File: src/rtl/rse_pkg.sv
// Shared types and constants for the RPN stack evaluator.
// No dependencies; used by every module under rtl/ except rse_checker.
package rse_pkg;

   localparam int STACK_DEPTH = 64;
   localparam int ADDR_W      = $clog2(STACK_DEPTH);
   localparam int SP_W        = $clog2(STACK_DEPTH + 1);
   localparam logic [SP_W-1:0] SP_FULL = SP_W'(STACK_DEPTH);

   localparam int QUEUE_DEPTH = 2;
   localparam int Q_AW        = $clog2(QUEUE_DEPTH);
   localparam int QCNT_W      = $clog2(QUEUE_DEPTH + 1);

   localparam int DATA_W      = 32;
   localparam int DIV_STEPS   = DATA_W;
   localparam int DCNT_W      = $clog2(DIV_STEPS);

   localparam logic [7:0] SYM_ZERO  = 8'h30;
   localparam logic [7:0] SYM_NINE  = 8'h39;
   localparam logic [7:0] SYM_PLUS  = 8'h2B;
   localparam logic [7:0] SYM_MINUS = 8'h2D;
   localparam logic [7:0] SYM_STAR  = 8'h2A;
   localparam logic [7:0] SYM_SLASH = 8'h2F;
   localparam logic [7:0] SYM_EQUAL = 8'h3D;
   localparam logic [7:0] SYM_SPACE = 8'h20;
   localparam logic [7:0] SYM_TAB   = 8'h09;
   localparam logic [7:0] SYM_CR    = 8'h0D;

   localparam logic [2:0] ST_OK    = 3'd0;
   localparam logic [2:0] ST_OVF   = 3'd1;
   localparam logic [2:0] ST_UNDER = 3'd2;
   localparam logic [2:0] ST_BAD   = 3'd3;
   localparam logic [2:0] ST_DIV0  = 3'd4;

   typedef enum logic [2:0] {
      OP_DIGIT,
      OP_ADD,
      OP_SUB,
      OP_MUL,
      OP_DIV,
      OP_EQ,
      OP_SKIP,
      OP_BAD
   } op_type;

   typedef struct packed {
      op_type     op;
      logic [3:0] digit;
   } cmd_type;

endpackage

File: src/rtl/rse_front.sv
// Front end: takes symbol beats and classifies them into commands.
// Depends on rse_pkg; feeds rse_queue.
module rse_front (
   input  logic             req_valid,
   input  logic [7:0]       req_symbol,
   output logic             req_stall,
   input  logic             q_full,
   output logic             push,
   output rse_pkg::cmd_type push_cmd
);

   logic [7:0] offset;

   assign offset = req_symbol - rse_pkg::SYM_ZERO;

   always_comb begin
      push_cmd.digit = offset[3:0];
      unique case (req_symbol) inside
         [rse_pkg::SYM_ZERO:rse_pkg::SYM_NINE]: push_cmd.op = rse_pkg::OP_DIGIT;
         rse_pkg::SYM_PLUS:                     push_cmd.op = rse_pkg::OP_ADD;
         rse_pkg::SYM_MINUS:                    push_cmd.op = rse_pkg::OP_SUB;
         rse_pkg::SYM_STAR:                     push_cmd.op = rse_pkg::OP_MUL;
         rse_pkg::SYM_SLASH:                    push_cmd.op = rse_pkg::OP_DIV;
         rse_pkg::SYM_EQUAL:                    push_cmd.op = rse_pkg::OP_EQ;
         [rse_pkg::SYM_TAB:rse_pkg::SYM_CR],
         rse_pkg::SYM_SPACE:                    push_cmd.op = rse_pkg::OP_SKIP;
         default:                               push_cmd.op = rse_pkg::OP_BAD;
      endcase
   end

   assign req_stall = q_full;
   assign push      = req_valid & ~q_full;

endmodule

File: src/rtl/rse_queue.sv
// Small command FIFO between front end and execution back end.
// Depends on rse_pkg.
module rse_queue (
   input  logic             clock,
   input  logic             reset,
   input  logic             push,
   input  rse_pkg::cmd_type push_cmd,
   output logic             full,
   input  logic             pop,
   output logic             pop_valid,
   output rse_pkg::cmd_type pop_cmd
);

   localparam logic [rse_pkg::Q_AW-1:0] Q_LAST = rse_pkg::Q_AW'(rse_pkg::QUEUE_DEPTH - 1);
   localparam logic [rse_pkg::QCNT_W-1:0] Q_FULL =
      rse_pkg::QCNT_W'(rse_pkg::QUEUE_DEPTH);

   rse_pkg::cmd_type              entry_ff [rse_pkg::QUEUE_DEPTH];
   logic [rse_pkg::Q_AW-1:0]      wr_ptr_ff, wr_ptr_in;
   logic [rse_pkg::Q_AW-1:0]      rd_ptr_ff, rd_ptr_in;
   logic [rse_pkg::QCNT_W-1:0]    count_ff, count_in;
   logic                          do_push, do_pop;

   assign full      = (count_ff == Q_FULL);
   assign pop_valid = (count_ff != '0);
   assign pop_cmd   = entry_ff[rd_ptr_ff];
   assign do_push   = push & ~full;
   assign do_pop    = pop & pop_valid;

   always_comb begin
      wr_ptr_in = wr_ptr_ff;
      rd_ptr_in = rd_ptr_ff;
      count_in  = count_ff;
      if (do_push) begin
         wr_ptr_in = (wr_ptr_ff == Q_LAST) ? '0 : wr_ptr_ff + 1'b1;
      end
      if (do_pop) begin
         rd_ptr_in = (rd_ptr_ff == Q_LAST) ? '0 : rd_ptr_ff + 1'b1;
      end
      if (do_push && !do_pop) begin
         count_in = count_ff + 1'b1;
      end else if (do_pop && !do_push) begin
         count_in = count_ff - 1'b1;
      end
   end

   always_ff @(posedge clock) begin
      if (reset) begin
         wr_ptr_ff <= '0;
         rd_ptr_ff <= '0;
         count_ff  <= '0;
      end else begin
         wr_ptr_ff <= wr_ptr_in;
         rd_ptr_ff <= rd_ptr_in;
         count_ff  <= count_in;
      end
   end

   always_ff @(posedge clock) begin
      if (do_push) begin
         entry_ff[wr_ptr_ff] <= push_cmd;
      end
   end

endmodule

File: src/rtl/rse_div.sv
// Iterative signed divider, one quotient bit per cycle, truncating toward zero.
// Depends on rse_pkg; used by rse_back.
module rse_div (
   input  logic                       clock,
   input  logic                       reset,
   input  logic                       start,
   input  logic [rse_pkg::DATA_W-1:0] dividend,
   input  logic [rse_pkg::DATA_W-1:0] divisor,
   output logic                       done,
   output logic [rse_pkg::DATA_W-1:0] quotient
);

   localparam int W = rse_pkg::DATA_W;
   localparam logic [rse_pkg::DCNT_W-1:0] CNT_LAST = rse_pkg::DCNT_W'(rse_pkg::DIV_STEPS - 1);

   logic                      busy_ff, done_ff, neg_ff;
   logic [rse_pkg::DCNT_W-1:0] cnt_ff;
   logic [W-1:0]              rem_ff, quo_ff, den_ff;
   logic [W:0]                shifted, diff;

   assign shifted  = {rem_ff, quo_ff[W-1]};
   assign diff     = shifted - {1'b0, den_ff};
   assign done     = done_ff;
   assign quotient = neg_ff ? ('0 - quo_ff) : quo_ff;

   always_ff @(posedge clock) begin
      if (reset) begin
         busy_ff <= 1'b0;
         done_ff <= 1'b0;
         cnt_ff  <= '0;
      end else begin
         done_ff <= 1'b0;
         if (start) begin
            busy_ff <= 1'b1;
            cnt_ff  <= '0;
         end else if (busy_ff) begin
            cnt_ff <= cnt_ff + 1'b1;
            if (cnt_ff == CNT_LAST) begin
               busy_ff <= 1'b0;
               done_ff <= 1'b1;
            end
         end
      end
   end

   always_ff @(posedge clock) begin
      if (start) begin
         neg_ff <= dividend[W-1] ^ divisor[W-1];
         quo_ff <= dividend[W-1] ? ('0 - dividend) : dividend;
         den_ff <= divisor[W-1] ? ('0 - divisor) : divisor;
         rem_ff <= '0;
      end else if (busy_ff) begin
         if (!diff[W]) begin
            rem_ff <= diff[W-1:0];
            quo_ff <= {quo_ff[W-2:0], 1'b1};
         end else begin
            rem_ff <= shifted[W-1:0];
            quo_ff <= {quo_ff[W-2:0], 1'b0};
         end
      end
   end

endmodule

File: src/rtl/rse_back.sv
// Back end: operand stack memory, ALU sequencer and result register.
// Depends on rse_pkg and rse_div; pops commands from rse_queue.
module rse_back (
   input  logic                       clock,
   input  logic                       reset,
   input  logic                       q_valid,
   input  rse_pkg::cmd_type           q_cmd,
   output logic                       q_pop,
   output logic                       rsp_valid,
   input  logic                       rsp_stall,
   output logic [rse_pkg::DATA_W-1:0] rsp_value,
   output logic                       rsp_value_valid,
   output logic [2:0]                 rsp_status
);

   localparam int W  = rse_pkg::DATA_W;
   localparam int SW = rse_pkg::SP_W;
   localparam int AW = rse_pkg::ADDR_W;

   typedef enum logic [2:0] {
      S_IDLE,
      S_EXEC,
      S_DIV,
      S_WB,
      S_DONE
   } state_type;

   state_type          state_ff, state_in;
   logic [SW-1:0]      sp_ff, sp_in;
   rse_pkg::op_type    op_ff, op_in;
   logic [W-1:0]       res_ff, res_in;
   logic [2:0]         st_ff, st_in;
   logic               vv_ff, vv_in;
   logic               rsp_valid_ff, rsp_valid_in;
   logic [W-1:0]       rsp_value_ff;
   logic               rsp_value_valid_ff;
   logic [2:0]         rsp_status_ff;
   logic               load;

   logic [W-1:0]       stack_mem [rse_pkg::STACK_DEPTH];
   logic [W-1:0]       rhs_ff, lhs_ff;
   logic [SW-1:0]      sp_m1, sp_m2;
   logic               mem_we;
   logic [AW-1:0]      mem_waddr;
   logic [W-1:0]       mem_wdata;

   logic               div_start, div_done;
   logic [W-1:0]       div_quot;

   assign sp_m1 = sp_ff - SW'(1);
   assign sp_m2 = sp_ff - SW'(2);

   always_ff @(posedge clock) begin
      if (mem_we) begin
         stack_mem[mem_waddr] <= mem_wdata;
      end
      rhs_ff <= stack_mem[sp_m1[AW-1:0]];
      lhs_ff <= stack_mem[sp_m2[AW-1:0]];
   end

   rse_div u_div (
      .clock    (clock),
      .reset    (reset),
      .start    (div_start),
      .dividend (lhs_ff),
      .divisor  (rhs_ff),
      .done     (div_done),
      .quotient (div_quot)
   );

   assign load = (state_ff == S_DONE) && (!rsp_valid_ff || !rsp_stall);

   always_comb begin
      state_in  = state_ff;
      sp_in     = sp_ff;
      op_in     = op_ff;
      res_in    = res_ff;
      st_in     = st_ff;
      vv_in     = vv_ff;
      q_pop     = 1'b0;
      mem_we    = 1'b0;
      mem_waddr = sp_ff[AW-1:0];
      mem_wdata = {{(W-4){1'b0}}, q_cmd.digit};
      div_start = 1'b0;

      unique case (state_ff)
         S_IDLE: begin
            if (q_valid) begin
               q_pop    = 1'b1;
               op_in    = q_cmd.op;
               res_in   = '0;
               vv_in    = 1'b0;
               st_in    = rse_pkg::ST_OK;
               state_in = S_DONE;
               case (q_cmd.op)
                  rse_pkg::OP_DIGIT: begin
                     if (sp_ff == rse_pkg::SP_FULL) begin
                        st_in = rse_pkg::ST_OVF;
                        sp_in = '0;
                     end else begin
                        mem_we = 1'b1;
                        sp_in  = sp_ff + SW'(1);
                     end
                  end
                  rse_pkg::OP_ADD, rse_pkg::OP_SUB, rse_pkg::OP_MUL, rse_pkg::OP_DIV: begin
                     if (sp_ff < SW'(2)) begin
                        st_in = rse_pkg::ST_UNDER;
                        sp_in = '0;
                     end else begin
                        state_in = S_EXEC;
                     end
                  end
                  rse_pkg::OP_EQ: begin
                     if (sp_ff == '0) begin
                        st_in = rse_pkg::ST_UNDER;
                     end else begin
                        state_in = S_EXEC;
                     end
                  end
                  rse_pkg::OP_BAD: begin
                     st_in = rse_pkg::ST_BAD;
                     sp_in = '0;
                  end
                  default: ;
               endcase
            end
         end
         S_EXEC: begin
            state_in = S_WB;
            case (op_ff)
               rse_pkg::OP_ADD: res_in = lhs_ff + rhs_ff;
               rse_pkg::OP_SUB: res_in = lhs_ff - rhs_ff;
               rse_pkg::OP_MUL: res_in = lhs_ff * rhs_ff;
               rse_pkg::OP_DIV: begin
                  if (rhs_ff == '0) begin
                     st_in    = rse_pkg::ST_DIV0;
                     sp_in    = '0;
                     state_in = S_DONE;
                  end else begin
                     div_start = 1'b1;
                     state_in  = S_DIV;
                  end
               end
               rse_pkg::OP_EQ: begin
                  res_in   = rhs_ff;
                  vv_in    = 1'b1;
                  sp_in    = sp_m1;
                  state_in = S_DONE;
               end
               default: state_in = S_DONE;
            endcase
         end
         S_DIV: begin
            if (div_done) begin
               res_in   = div_quot;
               state_in = S_WB;
            end
         end
         S_WB: begin
            mem_we    = 1'b1;
            mem_waddr = sp_m2[AW-1:0];
            mem_wdata = res_ff;
            sp_in     = sp_m1;
            state_in  = S_DONE;
         end
         S_DONE: begin
            if (load) begin
               state_in = S_IDLE;
            end
         end
         default: state_in = S_IDLE;
      endcase
   end

   always_comb begin
      rsp_valid_in = rsp_valid_ff & rsp_stall;
      if (load) begin
         rsp_valid_in = 1'b1;
      end
   end

   always_ff @(posedge clock) begin
      if (reset) begin
         state_ff     <= S_IDLE;
         sp_ff        <= '0;
         rsp_valid_ff <= 1'b0;
      end else begin
         state_ff     <= state_in;
         sp_ff        <= sp_in;
         rsp_valid_ff <= rsp_valid_in;
      end
      op_ff  <= op_in;
      res_ff <= res_in;
      st_ff  <= st_in;
      vv_ff  <= vv_in;
      if (load) begin
         rsp_value_ff       <= vv_ff ? res_ff : '0;
         rsp_value_valid_ff <= vv_ff;
         rsp_status_ff      <= st_ff;
      end
   end

   assign rsp_valid       = rsp_valid_ff;
   assign rsp_value       = rsp_value_ff;
   assign rsp_value_valid = rsp_value_valid_ff;
   assign rsp_status      = rsp_status_ff;

endmodule

File: src/rtl/rpn_stack_evaluator.sv
// Top level of the RPN stack evaluator: front end, command queue, back end.
// Depends on rse_pkg, rse_front, rse_queue, rse_back (which holds rse_div).
//
// Usage:
//   req channel: one ASCII character per beat on req_symbol (req_valid/req_stall).
//   rsp channel: exactly one result beat per request beat, in order, carrying
//   rsp_value, rsp_value_valid (set for '=' that popped a value) and rsp_status.
//   Steps: a digit, whitespace, rejected character or underflow goes straight
//   to the result; '+' '-' '*' read operands, compute and write back; '=' pops;
//   '/' also runs the 32-step shift-subtract divider unless dividing by zero.
//   The back end takes a new command only after its result beat is loaded.
//   A two-entry command queue lets the front accept beats while the back end
//   works; req_stall rises only when that queue is full.
//   Reset (synchronous) empties the stack and the queue and drops any pending
//   result. Stack memory contents are not cleared; only entries below the
//   stack pointer are ever used.
//   When the receiver stalls, the result beat holds and the back end waits
//   with its next result; the queue keeps accepting until full.
module rpn_stack_evaluator (
   input  logic               clock,
   input  logic               reset,
   input  logic               req_valid,
   output logic               req_stall,
   input  logic [7:0]         req_symbol,
   output logic               rsp_valid,
   input  logic               rsp_stall,
   output logic signed [31:0] rsp_value,
   output logic               rsp_value_valid,
   output logic [2:0]         rsp_status
);

   logic             push, q_full, q_valid, q_pop;
   rse_pkg::cmd_type push_cmd, q_cmd;
   logic [31:0]      value_raw;

   rse_front u_front (
      .req_valid  (req_valid),
      .req_symbol (req_symbol),
      .req_stall  (req_stall),
      .q_full     (q_full),
      .push       (push),
      .push_cmd   (push_cmd)
   );

   rse_queue u_queue (
      .clock     (clock),
      .reset     (reset),
      .push      (push),
      .push_cmd  (push_cmd),
      .full      (q_full),
      .pop       (q_pop),
      .pop_valid (q_valid),
      .pop_cmd   (q_cmd)
   );

   rse_back u_back (
      .clock           (clock),
      .reset           (reset),
      .q_valid         (q_valid),
      .q_cmd           (q_cmd),
      .q_pop           (q_pop),
      .rsp_valid       (rsp_valid),
      .rsp_stall       (rsp_stall),
      .rsp_value       (value_raw),
      .rsp_value_valid (rsp_value_valid),
      .rsp_status      (rsp_status)
   );

   assign rsp_value = $signed(value_raw);

endmodule

File: config.mk
export PLATFORM = sky130hd
export DESIGN_NAME = rpn_stack_evaluator
export DESIGN_NICKNAME = d
export VERILOG_FILES = /design/src/rtl/rse_pkg.sv /design/src/rtl/rse_front.sv /design/src/rtl/rse_queue.sv /design/src/rtl/rse_div.sv /design/src/rtl/rse_back.sv /design/src/rtl/rpn_stack_evaluator.sv
export SDC_FILE = /design/constraint.sdc
export NUM_CORES = 2
export LEC_CHECK = 0
export BUFFER_PORTS_ARGS = -buffer_cell sky130_fd_sc_hd__buf_4
export CAP_MARGIN = 20
export CORE_UTILIZATION = 45
export DETAILED_ROUTE_END_ITERATION = 12
export SETUP_SLACK_MARGIN = 0.3
export SLEW_MARGIN = 5
export SYNTH_ARGS = -nofsm -noshare
export SYNTH_HDL_FRONTEND = slang
export SYNTH_SLANG_ARGS = --single-unit
export TNS_END_PERCENT = 20
File: constraint.sdc
create_clock -name clock -period 9.3 [get_ports clock]
set_input_delay 0 -clock clock [delete_from_list [all_inputs] [get_ports clock]]
set_output_delay 0 -clock clock [all_outputs]
set_load 0.05 [all_outputs]
# --- Yosys cells after proc, flatten, opt, wreduce, memory -nomap -nowiden ---
# Memory sizes are Yosys's and may differ from the RTL's. A register that Yosys moved wholly into a read port is not among the register bits.
# Index checks and enable logic that the tools add are counted.
word_totals:
  ff_bits: 194
  ram_bits: 2062
  input_bits: 12
  out_inout_bits: 38
  elab_cells: 182
  memories: 2
op_classes:
  n_addsub: 15
  mul: 1
  magnitude_cmp: 5
  eq_ne: 35
  n_mux: 65
  bitwise_logic: 7
  n_reduce_logical: 31
mem_list:
  columns: ["memory", "words", "width", "read_ports", "rd_clocked_by_memory_dff", "write_ports", "line", "source"]
  rows:
  - ["u_back.stack_mem", 64, 32, 2, 2, 1, "rse_back.sv:40", "logic [W-1:0] stack_mem [rse_pkg::STACK_DEPTH];"]
  - ["u_queue.entry_ff", 2, 7, 1, 1, 1, "rse_queue.sv:18", "rse_pkg::cmd_type entry_ff [rse_pkg::QUEUE_DEPTH];"]
ops:
  columns: ["operator", "count"]
  rows:
  - ["32-bit 2-to-1 mux", 8]
  - ["32-bit one-hot mux with 4 select lines", 1]
  - ["32-bit one-hot mux with 3 select lines", 1]
  - ["1-bit by 32-bit subtractor with 32-bit output, first input constant", 3]
  - ["8-bit by 6-bit equality test with 1-bit output, second input constant", 6]
  - ["7-bit one-hot mux with 3 select lines", 2]
  - ["33-bit by 32-bit subtractor with 33-bit output", 1]
  - ["32-bit adder", 1]
  - ["32-bit zero test", 1]
  - ["32-bit by 32-bit multiplier with 32-bit output", 1]
  - ["32-bit subtractor", 1]
  - ["31-bit 2-to-1 mux", 1]
  - ["7-bit 2-to-1 mux", 4]
  - ["3-bit 2-to-1 mux", 9]
  - ["1-bit 2-to-1 mux", 25]
  - ["3-bit one-hot mux with 7 select lines", 1]
  - ["3-bit by 2-bit equality test with 1-bit output, second input constant", 6]
  - ["3-bit equality test, second input constant", 6]
  - ["3-bit one-hot mux with 2 select lines", 3]
  - ["3-bit one-hot mux with 5 select lines", 1]
  - ["7-bit one-hot mux with 2 select lines", 1]
  - ["3-bit one-hot mux with 4 select lines", 1]
  - ["3-bit by 1-bit equality test with 1-bit output, second input constant", 3]
  - ["3-bit by 2-bit != test with 1-bit output, second input constant", 3]
  - ["40 further kinds", 69]

# --- Logic depth before layout (Yosys ltp) ---
logic_depth:
  ltp_word: 8
  ltp_mapped: 30

# --- Hierarchy ---
# From an unflattened synthesis, not the netlist that was laid out.
unflattened:
  cells_unflattened: 7388
  hier_area_um2: 125850.7
modules_own_cells:
  columns: ["module", "instances", "cells_per_inst", "area_each_um2", "seq_area_each_um2"]
  rows:
  - ["rse_back", 1, 6428, 117302.5, 65252.6]
  - ["rse_div", 1, 876, 7586.0, 2732.6]
  - ["rse_queue", 1, 47, 724.4, 520.5]
  - ["rse_front", 1, 37, 237.7, 0.0]

# --- Worst setup path after synthesis ---
# Ideal clock, no wire load.
synth_path:
  path_kind: "register -> register"
  start: "reg u_back.rhs_ff[7], read port of u_back.stack_mem"
  end: "reg u_back.res_ff[31] (data pin)"
  arrival_ns: 7.500
  slack_ns: 1.620
  path_stages_with_launch: 27
  path_buffers: 2
  period_less_slack_ns: 7.680
  path_cell_list: "dfxtp_1 -> clkbuf_1 -> clkbuf_1 -> and2_1 -> fa_1 -> fa_1 -> fa_1 -> inv_1 -> fa_1 -> inv_1 -> ha_1 -> ha_1 -> fa_1 -> fa_1 -> ha_1 -> or2_2 -> a2111o_1 -> a221o_1 -> a21oi_1 -> a21bo_2 -> a211oi_1 -> o21ai_0 -> a2111oi_0 -> nor3_1 -> xnor2_1 -> o21ai_0 -> o41ai_2"
synth_between:
  elab_chain_cells: 3
synth_rtl:
  columns: ["item", "line", "source"]
  rows:
  - ["start, declared", "rse_back.sv:41", "logic [W-1:0] rhs_ff, lhs_ff;"]
  - ["32-bit by 32-bit multiplier with 32-bit output (tied with other cells)", "rse_back.sv:133", "rse_pkg::OP_MUL: res_in = lhs_ff * rhs_ff;"]
  - ["32-bit one-hot mux with 4 select lines (*)", "rse_back.sv:130", "case (op_ff)"]
  - ["32-bit one-hot mux with 3 select lines (*)", "rse_back.sv:86", "unique case (state_ff)"]
  - ["via u_back.res_in[31]", "rse_back.sv:31", "logic [W-1:0] res_ff, res_in;"]
  - ["end signal, assigned", "rse_back.sv:193", "res_ff <= res_in;"]
  - ["end, declared", "rse_back.sv:31", null]
# The timed path passes the listed nets; every way through them passes the cells marked *.
# A chain may end at the register's enable or synchronous reset.

# --- Worst setup path after layout ---
layout_path:
  start: "reg u_back.lhs_ff[9], read port of u_back.stack_mem"
  end: "reg u_back.res_ff[31] (data pin)"
layout_between:
  elab_chain_cells: 3
layout_rtl:
  columns: ["item", "line"]
  rows:
  - ["start, declared", "rse_back.sv:41"]
  - ["32-bit by 32-bit multiplier with 32-bit output (tied with other cells)", "rse_back.sv:133"]
  - ["32-bit one-hot mux with 4 select lines (*)", "rse_back.sv:130"]
  - ["32-bit one-hot mux with 3 select lines (*)", "rse_back.sv:86"]
  - ["via u_back.res_in[31]", "rse_back.sv:31"]
# Marked as above.

==> impl_summary.txt <==
----------------------------------------------------
[Status]
  Result of the run ... finished clean

[Yosys]
  Dominant combinational cell family by area after synthesis ... multiplexers
  Multiplexer share of the synthesized area ... 0.2426
  Proportion of synthesized flip-flops having asynchronous set or reset ... 0
  Cell area after synthesis ... 125200 sq um
  Compound-cell area share of the yosys netlist ... 0.02888
  Yosys Warn Count ... 0
  EDFF count, synth ... 2202
  Synth Instances ... 7304
  Number of synthesized register bits ... 2321
  Primary FF master, synth ... edfxtp_1
  Share of synthesized area occupied by flip-flops and latches ... 0.5471
  Number of distinct library cell variants in the gate-level netlist after synthesis ... 80
  Area share of and/or/nand/nor cells after synthesis ... 0.04773
  Average cell area after synthesis ... 17.14 sq um
  Share of synthesized cell area in full adder, half adder and majority cells ... 0.08543
  Parity-gate share of the synthesized area counting xor and xnor cells ... 0.01901
  Synth Net Count ... 7925

[Global route]
  Vias in the first global route ... 74061
  Antenna violations before repair ... 35
  Global route overflow ... 0
  First-pass GRT wire length ... 578000 um
  GRT Overall Usage ... 0.2955
  Maximum number of pins on one net before global-route repair ... 138

[STA]
  Final period utilization ... 0.9118
  F_max ... 117.9 MHz
  Sum of negative setup slack ... 0 ns
  Fin. Hold Viols ... 0
  RSZ-0062 raised after global routing ... no
  Worst Skew ... 0.03960 ns
  Remaining max-slew budget at the tightest pin ... 0.1871
  Setup-violating endpoint count in the final report ... 0
  Worst hold margin ... 0.07594 ns
  Count of pins over their slew limit ... 0
  Slew @ Worst Pin ... 1.210 ns
  Time the final worst path needs with I/O delays and setup ... 8.480 ns
  Minimum setup slack in the final design ... 0.8204 ns

[Clocking]
  Root Driver ... clkbuf_16
  Post-CTS Setup Inserts ... 0
  Clock tree sinks ... 2321
  Clock tree buffer depth ... 4
  TritonCTS clock tree ... done
  # H-tree levels ... 4
  Clock latency on the worst-skew pair ... 0.92 ns
  Number of clock buffers inserted by TritonCTS ... 249
  Clock slew at reported path FFs ... 0.06 ns

[Final layout]
  Leading cell types in the layout, fill and taps excluded ... 2202 x edfxtp_1, 1331 x mux4_2, 456 x inv_1
  Most common cell after layout, fill and taps aside ... edfxtp_1
  Final layout net count ... 7980
  Filler cell count in the final layout ... 22348
  Post-route cell area ... 139700 sq um
  Syn-to-layout area delta ... 11.55%
  Layout cell share with drive strength beyond 1 ... 0.2854

[Worst setup path]
  Largest incremental delay on the critical path ... 0.78 ns
  Worst Path Max Fanout ... 16
  Critical register-to-register path endpoint ... u_back.res_ff[31]
  Worst path bufs/invs ... 2
  Required time of the critical path ... 10.03 ns
  Beginning of the critical path ... u_back.lhs_ff[9]
  Crit path DAT ... 9.21 ns
  Beginning of the worst register-to-register path ... u_back.lhs_ff[9]
  Length in cells of the worst reg-to-reg path ... 24
  Element type at the critical path start ... flop
  Crit-path most repeated cell ... fa_1
  Crit end category ... flop
  Slack of the worst reg-to-reg path ... 0.82 ns
  Cell at the slowest stage of the critical path ... dfxtp_1
  Chain of cells forming the critical path ... and2_1 > fa_1 > fa_1 > fa_1 > inv_1 > fa_1 > inv_1 > ha_1 > ha_1 > fa_1 > fa_1 > ha_1 > or2_2 > a2111o_1 > a221o_1 > a21oi_1 > a21bo_2 > a211oi_2 > o21ai_0 > a2111oi_0 > nor3_1 > xnor2_1 > o21ai_0 > o41ai_2
  Setup Crit Path Kind ... flop to flop
  Cell family contributing the most delay on the critical path ... adder cells

[Floorplanning]
  Die area ... 280400 sq um
  Starting density of the core ... 0.4529
  Core ar. ... 276500 sq um
  I/O pin count ... 50
  Total number of placement rows ... 193
  Vertical die dimension ... 529.5 um
  Die X-Extent ... 529.5 um

[Placement]
  Count of buffers from port buffering ... 49
  Placed Area ... 130900 sq um
  Place WS ... 0.6173 ns
  Global placer's final weighted congestion ... 0.9432
  Detailed Place HPWL ... 253700 um

[Hold path]
  Worst hold-check path type ... primary input to flop
  Worst min-delay path endpoint ... u_back.rsp_value[11]
  Startpoint of the worst hold path ... rsp_stall
  Hold Path Cell Cnt ... 3

[Pwr]
  Static leakage ... 40.38 nW
  Clock Power Share ... 0.246
  Maximum resistive drop on vdd ... 0.5691 mV
  Total power draw ... 39.83 mW
  Switching pwr ... 15.80 mW
  Internal power of the cells ... 24.03 mW
  Fraction of power spent switching nets ... 0.3967
  Flop pwr share ... 0.316
  Relative contribution of combinational cells to total power ... 0.438
  Cell Pwr Density ... 285.1 nW/um^2

[Detailed routing]
  First-pass iteration count of the detailed router ... 8
  Vias after detailed routing ... 74607
  Drt drc ... 0
  Ratio of routed vias to standard cells ... 6.584
  Sum of routed wire length over all layers ... 412000 um
  Routed wire length per instance ... 36.35 um
  ANT nets after route ... 0
  Initial drt markers ... 10586

[Flow run]
  Maximum Capacitance Violations ... 0

----------------------------------------------------
==> cell usage after synthesis (34+ instances only) <==
master       n  share of area
edfxtp_1  2202           0.53
mux4_2    1331           0.24
inv_1      456          0.014
nand2_1    415          0.012
fa_1       410          0.066
clkbuf_1   384          0.012
and2_1     358          0.018
ha_1       199          0.020
nor2_1     186         0.0056
o21ai_0    153         0.0061
xnor2_1    146          0.010
xor2_1     124         0.0087
a21oi_1    121         0.0048
dfxtp_1    119          0.019
buf_1      118         0.0035
and3_1      38         0.0019
mux2i_1     38         0.0030
o22ai_1     37         0.0018
a21o_1      35         0.0021
o31ai_1     34         0.0020
==> registers in the layout, summed over array words and instances, names as in the netlist, 5 cells and up, named ones only <==
register             cells
u_queue.entry_ff        14
u_back.u_div.quo_ff     32
u_back.lhs_ff           32
u_back.sp_ff             7
u_back.u_div.cnt_ff      5
u_back.u_div.den_ff     32
u_back.rhs_ff           32
u_back.u_div.rem_ff     32
u_back.res_ff           32
u_back.rsp_value        32
u_back.stack_mem      2048
==> how the worst max path moves through the flow <==
stage                              to  cells after the start
floorplan           u_back.res_ff[31]                     26
global placement    u_back.res_ff[31]                     24
detailed placement  u_back.res_ff[31]                     24
CTS                 u_back.res_ff[31]                     24
global route        u_back.res_ff[31]                     27
finish              u_back.res_ff[31]                     24
==> worst register-to-register path, stage by stage, from the launching register on <==
cell and delay [ns]:
dfxtp_1 0.78, and2_1 0.25, fa_1 0.43, fa_1 0.50
fa_1 0.51, inv_1 0.05, fa_1 0.47, inv_1 0.05
ha_1 0.31, ha_1 0.30, fa_1 0.50, fa_1 0.42
ha_1 0.25, or2_2 0.31, a2111o_1 0.42, a221o_1 0.36
a21oi_1 0.13, a21bo_2 0.27, a211oi_2 0.33, o21ai_0 0.25
a2111oi_0 0.48, nor3_1 0.17, xnor2_1 0.33, o21ai_0 0.15
o41ai_2 0.29
==> per-stage QoR <==
stage          std cells  utilization
6_report           11332       0.5052
5_1_grt            11316       0.5051
4_1_cts            11247       0.5030
3_5_place_dp       10769       0.4735
3_3_place_gp       10768       0.4734
2_1_floorplan       7304            -
==> layout make-up <==
type / count / area (sq um) / share of cell area
Multi-Input combinational cell: 4010 / 53830 / 0.3854
Sequential cell: 2321 / 68540 / 0.4906
Inverter: 459 / 1723 / 0.01233
Clock inverter: 155 / 1388 / 0.009933
Clock buffer: 301 / 6548 / 0.04687
Timing Repair Buffer: 318 / 2873 / 0.02056
Tap cell: 3705 / 4636 / 0.03318
Antenna cell: 63 / 157.7 / 0.001129
==> layer usage <==
layer,wire length [um],track usage
met1,155000,0.3992
met2,192300,0.4576
met3,43820,0.06716
met4,20830,0.1340
met5,43,0.004615
==> logic make-up after synthesis <==
group                      after synthesis
AOI/OAI and AO/OA                      563
xor gates and xnor gates               271
adders and majority gates              609
buffers and inverters                  973
DFF                                   2321
muxes                                 1371
and+or+nand+nor                       1196
==> repair_timing <==
| action | 4_1_cts | 5_1_grt |
|---|---|---|
| hold endpoints to repair | 87 | 0 |
| endpoints found under the setup margin | 0 | 1 |
| gates resized for setup | 0 | 7 |
| hold buffers | 22 | 0 |
==> power groups by stage <==
stage,clock (mW),sequential [mW],combinational (mW)
6_report,9.81,12.6,17.4
5_1_grt,10.3,12.6,18.3
3_3_place_gp,0,12.8,17.2
4_1_cts,9.91,12.6,17.3
3_5_place_dp,0,12.8,17.2
2_1_floorplan,0,12.4,11.7
No activity file was read; power rests on OpenSTA's default activity.
